<file path="src/cttt_pkg.sv">
// Shared types and constants for the condition / timeout trigger table.
// No dependencies; imported by condition_timeout_trigger_table.
package cttt_pkg;

   // operation codes
   localparam logic [1:0] OP_SET_TIME = 2'd0;
   localparam logic [1:0] OP_ADD      = 2'd1;
   localparam logic [1:0] OP_CHECK    = 2'd2;

   // compare modes
   localparam logic [2:0] MODE_GE       = 3'd0;
   localparam logic [2:0] MODE_LE       = 3'd1;
   localparam logic [2:0] MODE_NEAR_1   = 3'd2;
   localparam logic [2:0] MODE_NEAR_10  = 3'd3;
   localparam logic [2:0] MODE_NEAR_100 = 3'd4;
   localparam logic [2:0] MODE_NEAR_1K  = 3'd5;

   // Q16.16 windows for the near modes, as 33-bit magnitudes
   localparam logic [32:0] Q_ONE      = 33'h0_0001_0000;
   localparam logic [32:0] Q_TEN      = 33'h0_000A_0000;
   localparam logic [32:0] Q_HUNDRED  = 33'h0_0064_0000;
   localparam logic [32:0] Q_THOUSAND = 33'h0_03E8_0000;

   localparam logic signed [31:0] Q_MAX = 32'sh7FFF_FFFF;
   localparam logic signed [31:0] Q_MIN = 32'sh8000_0000;

   typedef struct packed {
      logic [1:0]         op;
      logic [63:0]        time_now;
      logic signed [31:0] current_value;
      logic signed [31:0] offset;
      logic [2:0]         compare_mode;
      logic [31:0]        rel_timeout;
      logic [2:0]         slot_select;
   } req_type;

   typedef struct packed {
      logic       accepted;
      logic [2:0] slot_index;
      logic       fired;
      logic [3:0] pending;
   } rsp_type;

   // one slot as kept in the slot memory
   typedef struct packed {
      logic signed [31:0] target;
      logic [2:0]         mode;
      logic [63:0]        deadline;
   } slot_entry_type;

   typedef enum logic {
      ST_IDLE,
      ST_EXEC
   } state_type;

endpackage

</file>
<file path="src/cttt_ram.sv">
// Generic single-write, single-read RAM with registered read data.
// No dependencies; used for the slot store of the trigger table.
module cttt_ram #(
   parameter int WIDTH = 8,
   parameter int DEPTH = 8
) (
   input  logic                                   clock,
   input  logic                                   wr_en,
   input  logic [(DEPTH > 1 ? $clog2(DEPTH) : 1)-1:0] wr_addr,
   input  logic [WIDTH-1:0]                       wr_data,
   input  logic                                   rd_en,
   input  logic [(DEPTH > 1 ? $clog2(DEPTH) : 1)-1:0] rd_addr,
   output logic [WIDTH-1:0]                       rd_data
);

   logic [WIDTH-1:0] mem_ff [DEPTH];
   logic [WIDTH-1:0] rd_data_ff;

   always_ff @(posedge clock) begin
      if (wr_en) begin
         mem_ff[wr_addr] <= wr_data;
      end
      if (rd_en) begin
         rd_data_ff <= mem_ff[rd_addr];
      end
   end

   assign rd_data = rd_data_ff;

endmodule

</file>
<file path="src/condition_timeout_trigger_table.sv">
// Top level of the condition / timeout trigger table.
// Depends on cttt_pkg and cttt_ram (slot store).
//
//  channel | direction | handshake            | payload
//  --------+-----------+----------------------+----------------------------
//  req     | in        | req_valid/req_ready  | cttt_pkg::req_type
//  rsp     | out       | rsp_valid/rsp_ready  | cttt_pkg::rsp_type
//
// The accept cycle issues the slot memory read; the item is then evaluated
// and written back in the exec state. The memory read is registered, and no
// new item is taken until the current one has been evaluated.
// Reset clears busy bits, pending count, block clock and the handshakes;
// slot memory contents are not cleared, only busy slots can ever fire.
// A full result register stalls the evaluate cycle until rsp_ready; a
// waiting result does not block accepting the next item.
module condition_timeout_trigger_table #(
   parameter int SLOTS = 8
) (
   input  logic              clock,
   input  logic              reset,
   input  logic              req_valid,
   output logic              req_ready,
   input  cttt_pkg::req_type req_data,
   output logic              rsp_valid,
   input  logic              rsp_ready,
   output cttt_pkg::rsp_type rsp_data
);

   import cttt_pkg::*;

   localparam int SLOT_W = (SLOTS > 1) ? $clog2(SLOTS) : 1;
   localparam int CNT_W  = $clog2(SLOTS + 1);
   localparam int SEL_W  = (SLOT_W > 3) ? SLOT_W : 3;   // room for both index forms
   localparam int PEND_W = (CNT_W > 4) ? CNT_W : 4;
   localparam int ENTRY_W = $bits(slot_entry_type);

   // control state
   state_type          state_ff, state_in;
   logic [SLOTS-1:0]   busy_ff, busy_in;
   logic [CNT_W-1:0]   pending_ff, pending_in;
   logic [63:0]        clock_now_ff, clock_now_in;
   logic               rsp_valid_ff, rsp_valid_in;

   // payload registers
   req_type            item_ff;
   rsp_type            rsp_ff, rsp_in;

   // slot memory
   logic               ram_wr_en;
   logic [SLOT_W-1:0]  ram_wr_addr;
   slot_entry_type     ram_wr_entry;
   logic               ram_rd_en;
   logic [SLOT_W-1:0]  ram_rd_addr;
   logic [ENTRY_W-1:0] ram_rd_bits;
   slot_entry_type     ram_rd_entry;

   // datapath
   logic               done;
   logic               free_found;
   logic [SLOT_W-1:0]  free_idx;
   logic [SEL_W-1:0]   req_sel_ext;
   logic [SEL_W-1:0]   sel_ext;
   logic [SLOT_W-1:0]  sel_idx;
   logic               sel_in_range;
   logic signed [32:0] target_sum;
   logic signed [31:0] target_sat;
   logic signed [33:0] diff;
   logic [32:0]        diff_mag;
   logic               cond_hit;
   logic               time_hit;
   logic               fire;
   logic               add_ok;
   logic [SEL_W-1:0]   free_ext;
   logic [PEND_W-1:0]  pend_ext;

   assign req_ready = (state_ff == ST_IDLE);
   assign rsp_valid = rsp_valid_ff;
   assign rsp_data  = rsp_ff;

   // read the selected slot as the item is taken
   assign req_sel_ext = SEL_W'(req_data.slot_select);
   assign ram_rd_en   = req_valid && req_ready;
   assign ram_rd_addr = req_sel_ext[SLOT_W-1:0];
   assign ram_rd_entry = slot_entry_type'(ram_rd_bits);

   cttt_ram #(
      .WIDTH (ENTRY_W),
      .DEPTH (SLOTS)
   ) u_slot_ram (
      .clock   (clock),
      .wr_en   (ram_wr_en),
      .wr_addr (ram_wr_addr),
      .wr_data (ENTRY_W'(ram_wr_entry)),
      .rd_en   (ram_rd_en),
      .rd_addr (ram_rd_addr),
      .rd_data (ram_rd_bits)
   );

   // lowest-numbered free slot
   always_comb begin
      free_found = 1'b0;
      free_idx   = '0;
      for (int i = SLOTS - 1; i >= 0; i--) begin
         if (!busy_ff[i]) begin
            free_found = 1'b1;
            free_idx   = SLOT_W'(i);
         end
      end
   end

   // saturated target = base + offset
   always_comb begin
      target_sum = 33'(item_ff.current_value) + 33'(item_ff.offset);
      if (target_sum[32] != target_sum[31]) begin
         target_sat = target_sum[32] ? Q_MIN : Q_MAX;
      end else begin
         target_sat = target_sum[31:0];
      end
   end

   // check of the selected slot against its stored target and deadline
   assign sel_ext      = SEL_W'(item_ff.slot_select);
   assign sel_idx      = sel_ext[SLOT_W-1:0];
   assign sel_in_range = (32'(sel_ext) < 32'(SLOTS));

   // full-range difference fits 33 bits signed (kept in 34); its magnitude fits 32 (kept in 33)
   always_comb begin
      diff     = 34'(item_ff.current_value) - 34'(ram_rd_entry.target);
      diff_mag = diff[33] ? 33'(-diff) : 33'(diff);
      unique case (ram_rd_entry.mode)
         MODE_GE:       cond_hit = (item_ff.current_value >= ram_rd_entry.target);
         MODE_LE:       cond_hit = (item_ff.current_value <= ram_rd_entry.target);
         MODE_NEAR_1:   cond_hit = (diff_mag < Q_ONE);
         MODE_NEAR_10:  cond_hit = (diff_mag < Q_TEN);
         MODE_NEAR_100: cond_hit = (diff_mag < Q_HUNDRED);
         MODE_NEAR_1K:  cond_hit = (diff_mag < Q_THOUSAND);
         default:       cond_hit = 1'b0;   // never, and the unused code
      endcase
   end

   // zero deadline means no timeout
   assign time_hit = (ram_rd_entry.deadline != 64'd0) &&
                     (clock_now_ff >= ram_rd_entry.deadline);

   assign done   = !rsp_valid_ff || rsp_ready;
   assign add_ok = (item_ff.op == OP_ADD) && free_found;
   assign fire   = (item_ff.op == OP_CHECK) && sel_in_range && busy_ff[sel_idx] &&
                   (cond_hit || time_hit);

   assign free_ext = SEL_W'(free_idx);

   // write-back of an added slot
   assign ram_wr_en              = (state_ff == ST_EXEC) && done && add_ok;
   assign ram_wr_addr            = free_idx;
   assign ram_wr_entry.target    = target_sat;
   assign ram_wr_entry.mode      = item_ff.compare_mode;
   assign ram_wr_entry.deadline  = clock_now_ff + 64'(item_ff.rel_timeout);

   always_comb begin
      state_in     = state_ff;
      busy_in      = busy_ff;
      pending_in   = pending_ff;
      clock_now_in = clock_now_ff;
      rsp_valid_in = rsp_valid_ff && !rsp_ready;
      rsp_in       = rsp_ff;
      pend_ext     = '0;
      unique case (state_ff)
         ST_IDLE: begin
            if (req_valid) begin
               state_in = ST_EXEC;
            end
         end
         ST_EXEC: begin
            if (done) begin
               state_in = ST_IDLE;
               rsp_in   = '0;
               unique case (item_ff.op)
                  OP_SET_TIME: begin
                     clock_now_in = item_ff.time_now;
                  end
                  OP_ADD: begin
                     if (add_ok) begin
                        busy_in[free_idx] = 1'b1;
                        pending_in        = pending_ff + CNT_W'(1);
                        rsp_in.accepted   = 1'b1;
                        rsp_in.slot_index = free_ext[2:0];
                     end
                  end
                  OP_CHECK: begin
                     rsp_in.slot_index = item_ff.slot_select;
                     if (fire) begin
                        busy_in[sel_idx] = 1'b0;
                        pending_in       = pending_ff - CNT_W'(1);
                        rsp_in.fired     = 1'b1;
                     end
                  end
                  default: begin
                  end
               endcase
               pend_ext       = PEND_W'(pending_in);
               rsp_in.pending = pend_ext[3:0];
               rsp_valid_in   = 1'b1;
            end
         end
         default: begin
            state_in = ST_IDLE;
         end
      endcase
   end

   always_ff @(posedge clock) begin
      if (reset) begin
         state_ff     <= ST_IDLE;
         busy_ff      <= '0;
         pending_ff   <= '0;
         clock_now_ff <= '0;
         rsp_valid_ff <= 1'b0;
      end else begin
         state_ff     <= state_in;
         busy_ff      <= busy_in;
         pending_ff   <= pending_in;
         clock_now_ff <= clock_now_in;
         rsp_valid_ff <= rsp_valid_in;
      end
   end

   always_ff @(posedge clock) begin
      if (req_valid && req_ready) begin
         item_ff <= req_data;
      end
      rsp_ff <= rsp_in;
   end

   // pending count tracks the busy bits
   a_pending_matches_busy: assert property (@(posedge clock) disable iff (reset)
      $countones(busy_ff) == int'(pending_ff))
      else $error("pending count out of step with busy slots");

   // a taken item always puts the block in the evaluate state in the next cycle
   a_accept_to_exec: assert property (@(posedge clock) disable iff (reset)
      (req_valid && req_ready) |=> (state_ff == ST_EXEC))
      else $error("accepted item not evaluated");

   // a fired check frees exactly one slot
   a_fire_frees_one: assert property (@(posedge clock) disable iff (reset)
      (state_ff == ST_EXEC && done && fire) |=>
         (pending_ff == $past(pending_ff) - CNT_W'(1)))
      else $error("fired check did not free a slot");

   // an add never lands on a busy slot
   a_add_free_slot: assert property (@(posedge clock) disable iff (reset)
      ram_wr_en |-> !busy_ff[ram_wr_addr])
      else $error("add wrote a busy slot");

endmodule
</file>
<file path="config.mk">
export PLATFORM = sky130hd
export DESIGN_NAME = condition_timeout_trigger_table
export DESIGN_NICKNAME = d
export VERILOG_FILES = /design/src/cttt_pkg.sv /design/src/cttt_ram.sv /design/src/condition_timeout_trigger_table.sv
export SDC_FILE = /design/constraint.sdc
export NUM_CORES = 1
export LEC_CHECK = 0
export BUFFER_PORTS_ARGS = -buffer_cell sky130_fd_sc_hd__buf_2
export CAP_MARGIN = 20
export CORE_ASPECT_RATIO = 2
export CORE_MARGIN = 3
export CORE_UTILIZATION = 59
export DETAILED_ROUTE_END_ITERATION = 12
export HOLD_SLACK_MARGIN = 0.15
export PLACE_DENSITY_LB_ADDON = 0.08
export SLEW_MARGIN = 40
export SYNTH_ARGS = -nofsm -noshare
export SYNTH_HDL_FRONTEND = slang
export SYNTH_SLANG_ARGS = --single-unit
</file>
<file path="constraint.sdc">
create_clock -name clock -period 17.9 [get_ports clock]
set_input_delay 0.895 -clock clock [delete_from_list [all_inputs] [get_ports clock]]
set_output_delay 0.895 -clock clock [all_outputs]
set_load 0.03 [all_outputs]
</file>
==> run_results.csv, run 1 <==
group,metric,value,unit
sta,period_needed,6050,ps
final_layout,syn2layout_area_growth,11.5,%
routing,wl_per_cell,26.8,µm
floorplanning,die_h,416,µm
pwr,p_int,4500,µW
setup_path,crit_type,"reg -> reg",
clock_network,post_cts_buffers,0,
setup_path,cp_max_fo,25,
synthesis,synth-seq-cells,1146,
sta,max_freq,165,MHz
synthesis,yosys.area_share.simple,0.0583,
placement,gp_congestion,0.893,
setup_path,worst_setup_path_start_kind,"flip-flop",
placement,place_hpwl,76000,µm
floorplanning,io-pin-count,183,
synthesis,muxShareOfSynthArea,0.115,
synthesis,synth_top_family_by_area,"multiplexers",
pwr,p_leak,0.0189,µW
final_layout,mostFrequentLayoutCells,"1,068 x edfxtp_1, 230 x nand2_1, 200 x mux4_2, 193 x a21oi_1, 179 x buf_2",
clock_network,cts_resized,0,
routing,avgViaCountPerCell,6.24,
routing,drt_iter0_markers,2180,
placement,dp.cells,4239,
synthesis,synth-edff-count,1068,
final_layout,final_nets,3623,
clock_network,clkLatencyLatePin,680,ps
floorplanning,fp.dieArea,0.0876,mm²
floorplanning,initial_core_util,0.598,
synthesis,synth_xor_area_frac,0.0189,
synthesis,async_flop_share,0,
pwr,pwr-share-seq,0.525,
pwr,swShare,0.233,
pwr,p_clk_frac,0.379,
sta,setup_viol,0,
sta,setup_tns,0,ps
clock_network,clkSlewWorstSetupHoldPaths,80,ps
final_layout,final_common_cell,"edfxtp_1",
setup_path,crit_arrival,6410,ps
clock_network,cts_tree,"yes",
synthesis,synth-adder-area-share,0.0440,
synthesis,yosysSeqAreaShare,0.679,
synthesis,synth-compound-area-share,0.0644,
routing,firstDrtPassIters,7,
routing,num_vias,27600,
floorplanning,core,0.0828,mm²
synthesis,syn_area,0.0495,mm²
clock_network,clkSinkCount,1146,
setup_path,crit_path_end_kind,"flip-flop",
pwr,power_density,106,mW/mm²
synthesis,yosysUniqueCellTypes,89,
min_path,hp-class,"in -> reg",
synthesis,avgSynthCellArea,16.1,µm²
synthesis,yosys_warnings,0,
global_routing,grt_pass1_wl,178000,µm
sta,drv_slew,0,
pwr,comb_power_share,0.096,
clock_network,clock_path_buffers,3,
routing,drc,0,
final_layout,drive_gt1_frac,0.214,
synthesis,synth_nets,3414,
outcome,status,"completed",
placement,io_buffers,182,
setup_path,cp.required,18260,ps
routing,postRouteAntennaNets,0,
synthesis,synth-main-ff-cell,"edfxtp_1",
global_routing,grt_antenna_before_repair,5,
sta,finalHoldViolations,0,
final_layout,final_area,0.0552,mm²
global_routing,grt_pass1_vias,29500,
clock_network,cts_root_buf,"clkbuf_16",
clock_network,cts_hold_buf,0,
final_layout,fin_cells,4429,
sta,rsz0062_at_grt,"no",
global_routing,grt_max_degree,96,
global_routing,gr-total-overflow,0,
pwr,vdd_drop_max,0.107,mV
sta,fin_skew,23.2,ps
global_routing,globalRouteTotalUtil,0.273,
placement,placed_cell_area,0.0518,mm²
sta,fin_crit_sh,0.338,
sta,whs,385,ps
clock_network,h-tree-depth,3,
floorplanning,die_width,211,µm
floorplanning,fp-row-count,149,
routing,totalWireLength,118000,µm
job,drv_cap,0,
synthesis,syn_inst,3073,
sta,maxSlewHeadroom,0.428,
sta,tightest_slew,859,ps
pwr,switchingPower,1370,µW
final_layout,n_fill_cell,5746,
clock_network,cts_buffers,97,
-- state kept, by name, summed over array words and instances, names as in the netlist --
signal	cells
pending_ff	4
u_slot_ram.mem_ff	792
busy_ff	8
u_slot_ram.rd_data	99
rsp_valid	1
item_ff	165
clock_now_ff	64
state_ff	1
sel_ext	3
rsp_data	9
-- cells in the mapped netlist (all sizes together), types with 20 or more instances --
library cell     n  share of area
o21ai           74         0.0076
xor2            34         0.0060
a211oi          26         0.0044
nand3           43         0.0044
dfxtp           78          0.032
xnor2           73          0.013
a21o            61         0.0093
buf             28         0.0028
ha             166          0.042
nor2           101         0.0077
nand2          231          0.018
mux2           102          0.023
nor3            32         0.0035
nand2b          27         0.0035
nor2b           27         0.0034
inv            141          0.011
nand4           40         0.0052
clkbuf          79         0.0060
a21oi          197          0.020
nor4            22         0.0030
edfxtp        1068           0.65
mux4           200          0.091
and3            22         0.0028
o21a            20         0.0030
-- cells by family (layout without fill, tap and decap cells) --
| family | count (synthesis) | in the layout |
|---|---|---|
| fa+ha+maj | 173 | 173 |
| mux | 307 | 307 |
| other cells | 0 | 5 |
| xor+xnor | 107 | 107 |
| buf+inv | 249 | 543 |
| compound gates | 499 | 499 |
| simple gates | 592 | 592 |
| flops | 1146 | 1146 |
-- worst max-delay path: stages (launching register included) --
cell	delay (ps)
edfxtp_1	450
ha_1	300
a21o_1	170
a21o_1	220
a2111oi_0	680
o31ai_1	190
buf_4	190
o31ai_1	470
a31oi_1	270
a31oi_1	670
o311ai_0	200
a21oi_1	340
o31a_1	190
xnor2_1	300
nor2_1	80
buf_4	280
o21ai_0	720
-- stage by stage --
| step | worst slack (ps) | utilization | total power (µW) |
|---|---|---|---|
| 2_1_floorplan | 4590 | - | 3520 |
| 3_3_place_gp | 12180 | 0.624 | 3690 |
| 3_5_place_dp | 11930 | 0.625 | 3710 |
| 4_1_cts | 11870 | 0.666 | 5910 |
| 5_1_grt | 11700 | 0.667 | 6060 |
| 6_report | 11850 | 0.667 | 5870 |
-- worst paths after layout --
check | cells past startpoint | startpoint | slack (ps) | end
worst max-delay path | 16 | item_ff[71] | 11850 | u_slot_ram.mem_ff[7][85]
worst min-delay path | 1 | req_data[61] | 380 | item_ff[61]
worst max register to register | 16 | item_ff[71] | 11850 | u_slot_ram.mem_ff[7][85]
worst min register to register | 2 | clock_now_ff[0] | 480 | clock_now_ff[0]
-- power groups by stage --
stage / logic, µW / registers, µW / clock network (µW)
global route: 613 / 3090 / 2360
CTS: 565 / 3090 / 2260
finish: 564 / 3090 / 2220
floorplan: 378 / 3150 / 0
detailed placement: 562 / 3140 / 0
global placement: 547 / 3140 / 0
-- per-layer routing --
metal / global-route usage / part of all wire / vias up
li1: - / - / 12500
met1: 0.317 / 0.36 / 14100
met2: 0.501 / 0.54 / 870
met3: 0.0350 / 0.046 / 242
met4: 0.126 / 0.049 / 0
met5: 0 / 0 / -
-- layout make-up --
class / instances / area, µm² / area share
Clock inverter: 63 / 758 / 0.0137
Inverter: 142 / 533 / 0.00966
Clock buffer: 121 / 2610 / 0.0473
Timing Repair Buffer: 217 / 1320 / 0.0239
Tap cell: 1057 / 1320 / 0.0240
Antenna cell: 5 / 12.5 / 0.000227
Multi-Input combinational cell: 1678 / 15000 / 0.272
Sequential cell: 1146 / 33600 / 0.609
Note: power is estimated with default switching activity, not from simulation.
==> inputs of run 2 (changes only) <==
Settings changed: CORE_UTILIZATION 59 to 56.
Clock period 17.9 ns to 5.2 ns, I/O delays scaled along.
==> run 2 against run 1 <==
  * Maximum frequency grew 20%
  * Sequential power grew to 3.4 times the previous value
  * Flip-flop and latch count is the same
  * Critical path depth grew 6
  * Clock power grew to 3.5 times the previous value
  * Worst hold slack lost 110 ps
  * Combinational power grew to 4.0 times the previous value
  * Register-to-register slack lost 12000 ps
  * Critical path type unchanged
  * Largest cell class unchanged
  * Highest routed layer unchanged
==> run_results.csv, run 2 (synthesis results as in run 1) <==
group,metric,value,unit
setup_path,timing.rr.end,"rsp_data[0]",
setup_path,cp_max_fo,10,
floorplanning,fp-row-count,153,
setup_path,r2r_setup_slack,150,ps
floorplanning,core,0.0873,mm²
placement,dp.cells,4480,
pwr,pwr-share-seq,0.513,
clock_network,clkLatencyLatePin,700,ps
final_layout,fin_cells,4838,
placement,io_buffers,182,
sta,setup_viol,0,
clock_network,cts_tree,"yes",
sta,rsz0062_at_grt,"no",
sta,maxSlewHeadroom,0.429,
routing,wl_per_cell,25.4,µm
setup_path,crit_path_end_kind,"flip-flop",
setup_path,worst_setup_path_start_kind,"flip-flop",
final_layout,top_register,"u_slot_ram.mem_ff",
final_layout,mostFrequentLayoutCells,"1,068 x edfxtp_1, 230 x nand2_1, 200 x mux4_2, 191 x a21oi_1, 179 x buf_2",
clock_network,post_cts_buffers,0,
clock_network,cts_root_buf,"clkbuf_16",
clock_network,clock_path_buffers,3,
routing,drc,0,
final_layout,drive_gt1_frac,0.238,
floorplanning,initial_core_util,0.567,
final_layout,largest_reg_flops,792,
min_path,min_from,"req_data[142]",
routing,firstDrtPassIters,5,
global_routing,grt_antenna_before_repair,0,
pwr,p_leak,0.0205,µW
global_routing,grt_max_degree,91,
min_path,hold_depth,2,
pwr,vdd_drop_max,0.339,mV
outcome,status,"completed",
final_layout,final_nets,3934,
clock_network,h-tree-depth,3,
sta,tightest_slew,856,ps
setup_path,crit_path_top_delay_cell,"or4b_4",
floorplanning,fp.dieArea,0.0922,mm²
setup_path,critPathMaxStageDelay,580,ps
setup_path,crit_arrival,5490,ps
clock_network,cts_buffers,98,
pwr,p_int,15900,µW
floorplanning,io-pin-count,183,
setup_path,r2r_start,"item_ff[70]",
final_layout,syn2layout_area_growth,18.4,%
final_layout,final_core_util,0.671,
routing,totalWireLength,123000,µm
routing,drt_iter0_markers,2371,
sta,max_freq,198,MHz
pwr,switchingPower,4800,µW
sta,finalWorstSetupSlack,153,ps
sta,period_needed,5050,ps
floorplanning,die_width,216,µm
global_routing,grt.met1_usage,0.314,
final_layout,final_common_cell,"edfxtp_1",
floorplanning,die_h,426,µm
setup_path,cp.required,5640,ps
global_routing,globalRouteTotalUtil,0.270,
placement,place_hpwl,81300,µm
global_routing,met2_usage,0.507,
global_routing,gr-total-overflow,0,
sta,drv_slew,0,
job,drv_cap,0,
routing,num_vias,29100,
clock_network,clkSlewWorstSetupHoldPaths,80,ps
sta,fin_crit_sh,0.971,
pwr,comb_power_share,0.110,
clock_network,clkSinkCount,1146,
sta,setup_tns,0,ps
global_routing,busiest_layer,"met2",
min_path,whs_endpoint,"item_ff[142]",
setup_path,path_cells,"inv_1 > ha_2 > fa_2 > buf_4 > xor2_1 > o2111ai_1 > a2111oi_1 > o211ai_1 > nor3_1 > buf_4 > and4_1 > buf_4 > nand4_2 > or4b_4 > and2_4 > mux2_4 > nor4_4 > a21oi_4 > buf_12 > buf_4 > a21oi_2 > o22ai_1",
global_routing,gr-usage-met3,0.0310,
pwr,p_clk_frac,0.377,
final_layout,n_fill_cell,5941,
global_routing,grt_pass1_wl,187000,µm
routing,avgViaCountPerCell,6.02,
setup_path,crit_type,"reg -> reg",
min_path,hp-class,"in -> reg",
setup_path,critPathMostFrequentCell,"buf_4",
placement,place_worst_setup_slack,-272,ps
sta,finalHoldViolations,0,
pwr,swShare,0.232,
placement,gp_congestion,0.942,
pwr,power_density,353,mW/mm²
setup_path,reg2reg_depth,22,
sta,fin_skew,25.4,ps
routing,postRouteAntennaNets,0,
global_routing,grt_pass1_vias,31300,
run 2: cell types whose count changed in the layout (fill, tap and decap cells not counted), sizes merged, moves of 3 or more:
cell	delta
clkbuf	-5
dlygate4sd3	+173
buf	+138
diode	-4
bufinv	+3
clkinv	-3
run 2: through the flow:
stage | hold slack [ps] | total power [µW] | instance area [µm²]
2_1_floorplan | 359 | 12100 | 49500
3_3_place_gp | 437 | 12900 | 53000
3_5_place_dp | 438 | 12900 | 53200
4_1_cts | 215 | 20800 | 58400
5_1_grt | 245 | 21400 | 58600
6_report | 276 | 20700 | 58600
run 2: layout make-up:
class | instances | area, µm² | area share
diodes | 1 | 2.50 | 0.0000427
clock buffers | 117 | 2580 | 0.0441
clock inverters | 65 | 828 | 0.0141
inverters | 142 | 533 | 0.00910
multi-input cells | 1678 | 15100 | 0.259
flip-flops and latches | 1146 | 33600 | 0.574
well taps | 1162 | 1450 | 0.0248
repair buffers | 527 | 4410 | 0.0753
run 2: how the worst max path moves through the flow:
stage / start / to / slack (ps) / cells past startpoint
4_1_cts: clock_now_ff[0] / busy_ff[2] / 20 / 18
5_1_grt: item_ff[70] / u_slot_ram.mem_ff[2][97] / 6 / 22
2_1_floorplan: item_ff[167] / u_slot_ram.mem_ff[4][0] / -830 / 6
6_report: item_ff[70] / rsp_data[0] / 150 / 22
3_3_place_gp: item_ff[71] / u_slot_ram.mem_ff[6][73] / -120 / 21
3_5_place_dp: item_ff[71] / u_slot_ram.mem_ff[6][73] / -270 / 21
run 2: power groups by stage:
stage,Clock (µW),Sequential (µW),Combinational (µW)
3_3_place_gp,0,10800,2060
2_1_floorplan,0,10800,1300
4_1_cts,7940,10600,2260
5_1_grt,8280,10600,2460
6_report,7790,10600,2270
3_5_place_dp,0,10800,2120
run 2: routing by layer:
metal	wire, µm	share of wire
met4	5090	0.041
met2	67700	0.55
met3	4940	0.040
met1	45300	0.37
met5	0	0
run 2: worst max-delay path, delay by kind of cell (launching register included):
| kind | cells | cell delay [ps] |
|---|---|---|
| compound gates | 6 | 1100 |
| xor+xnor | 1 | 140 |
| fa+ha+maj | 2 | 530 |
| buf+inv | 6 | 820 |
| flops | 1 | 360 |
| mux | 1 | 310 |
| simple gates | 6 | 1490 |
run 2: repair_timing:
| item | 4_1_cts | 5_1_grt |
|---|---|---|
| hold endpoints to repair | 193 | 1 |
| setup endpoints to repair | 166 | 259 |
| resized for setup | 12 | 23 |
| hold buffers | 172 | 1 |
| pin swaps | 5 | 2 |
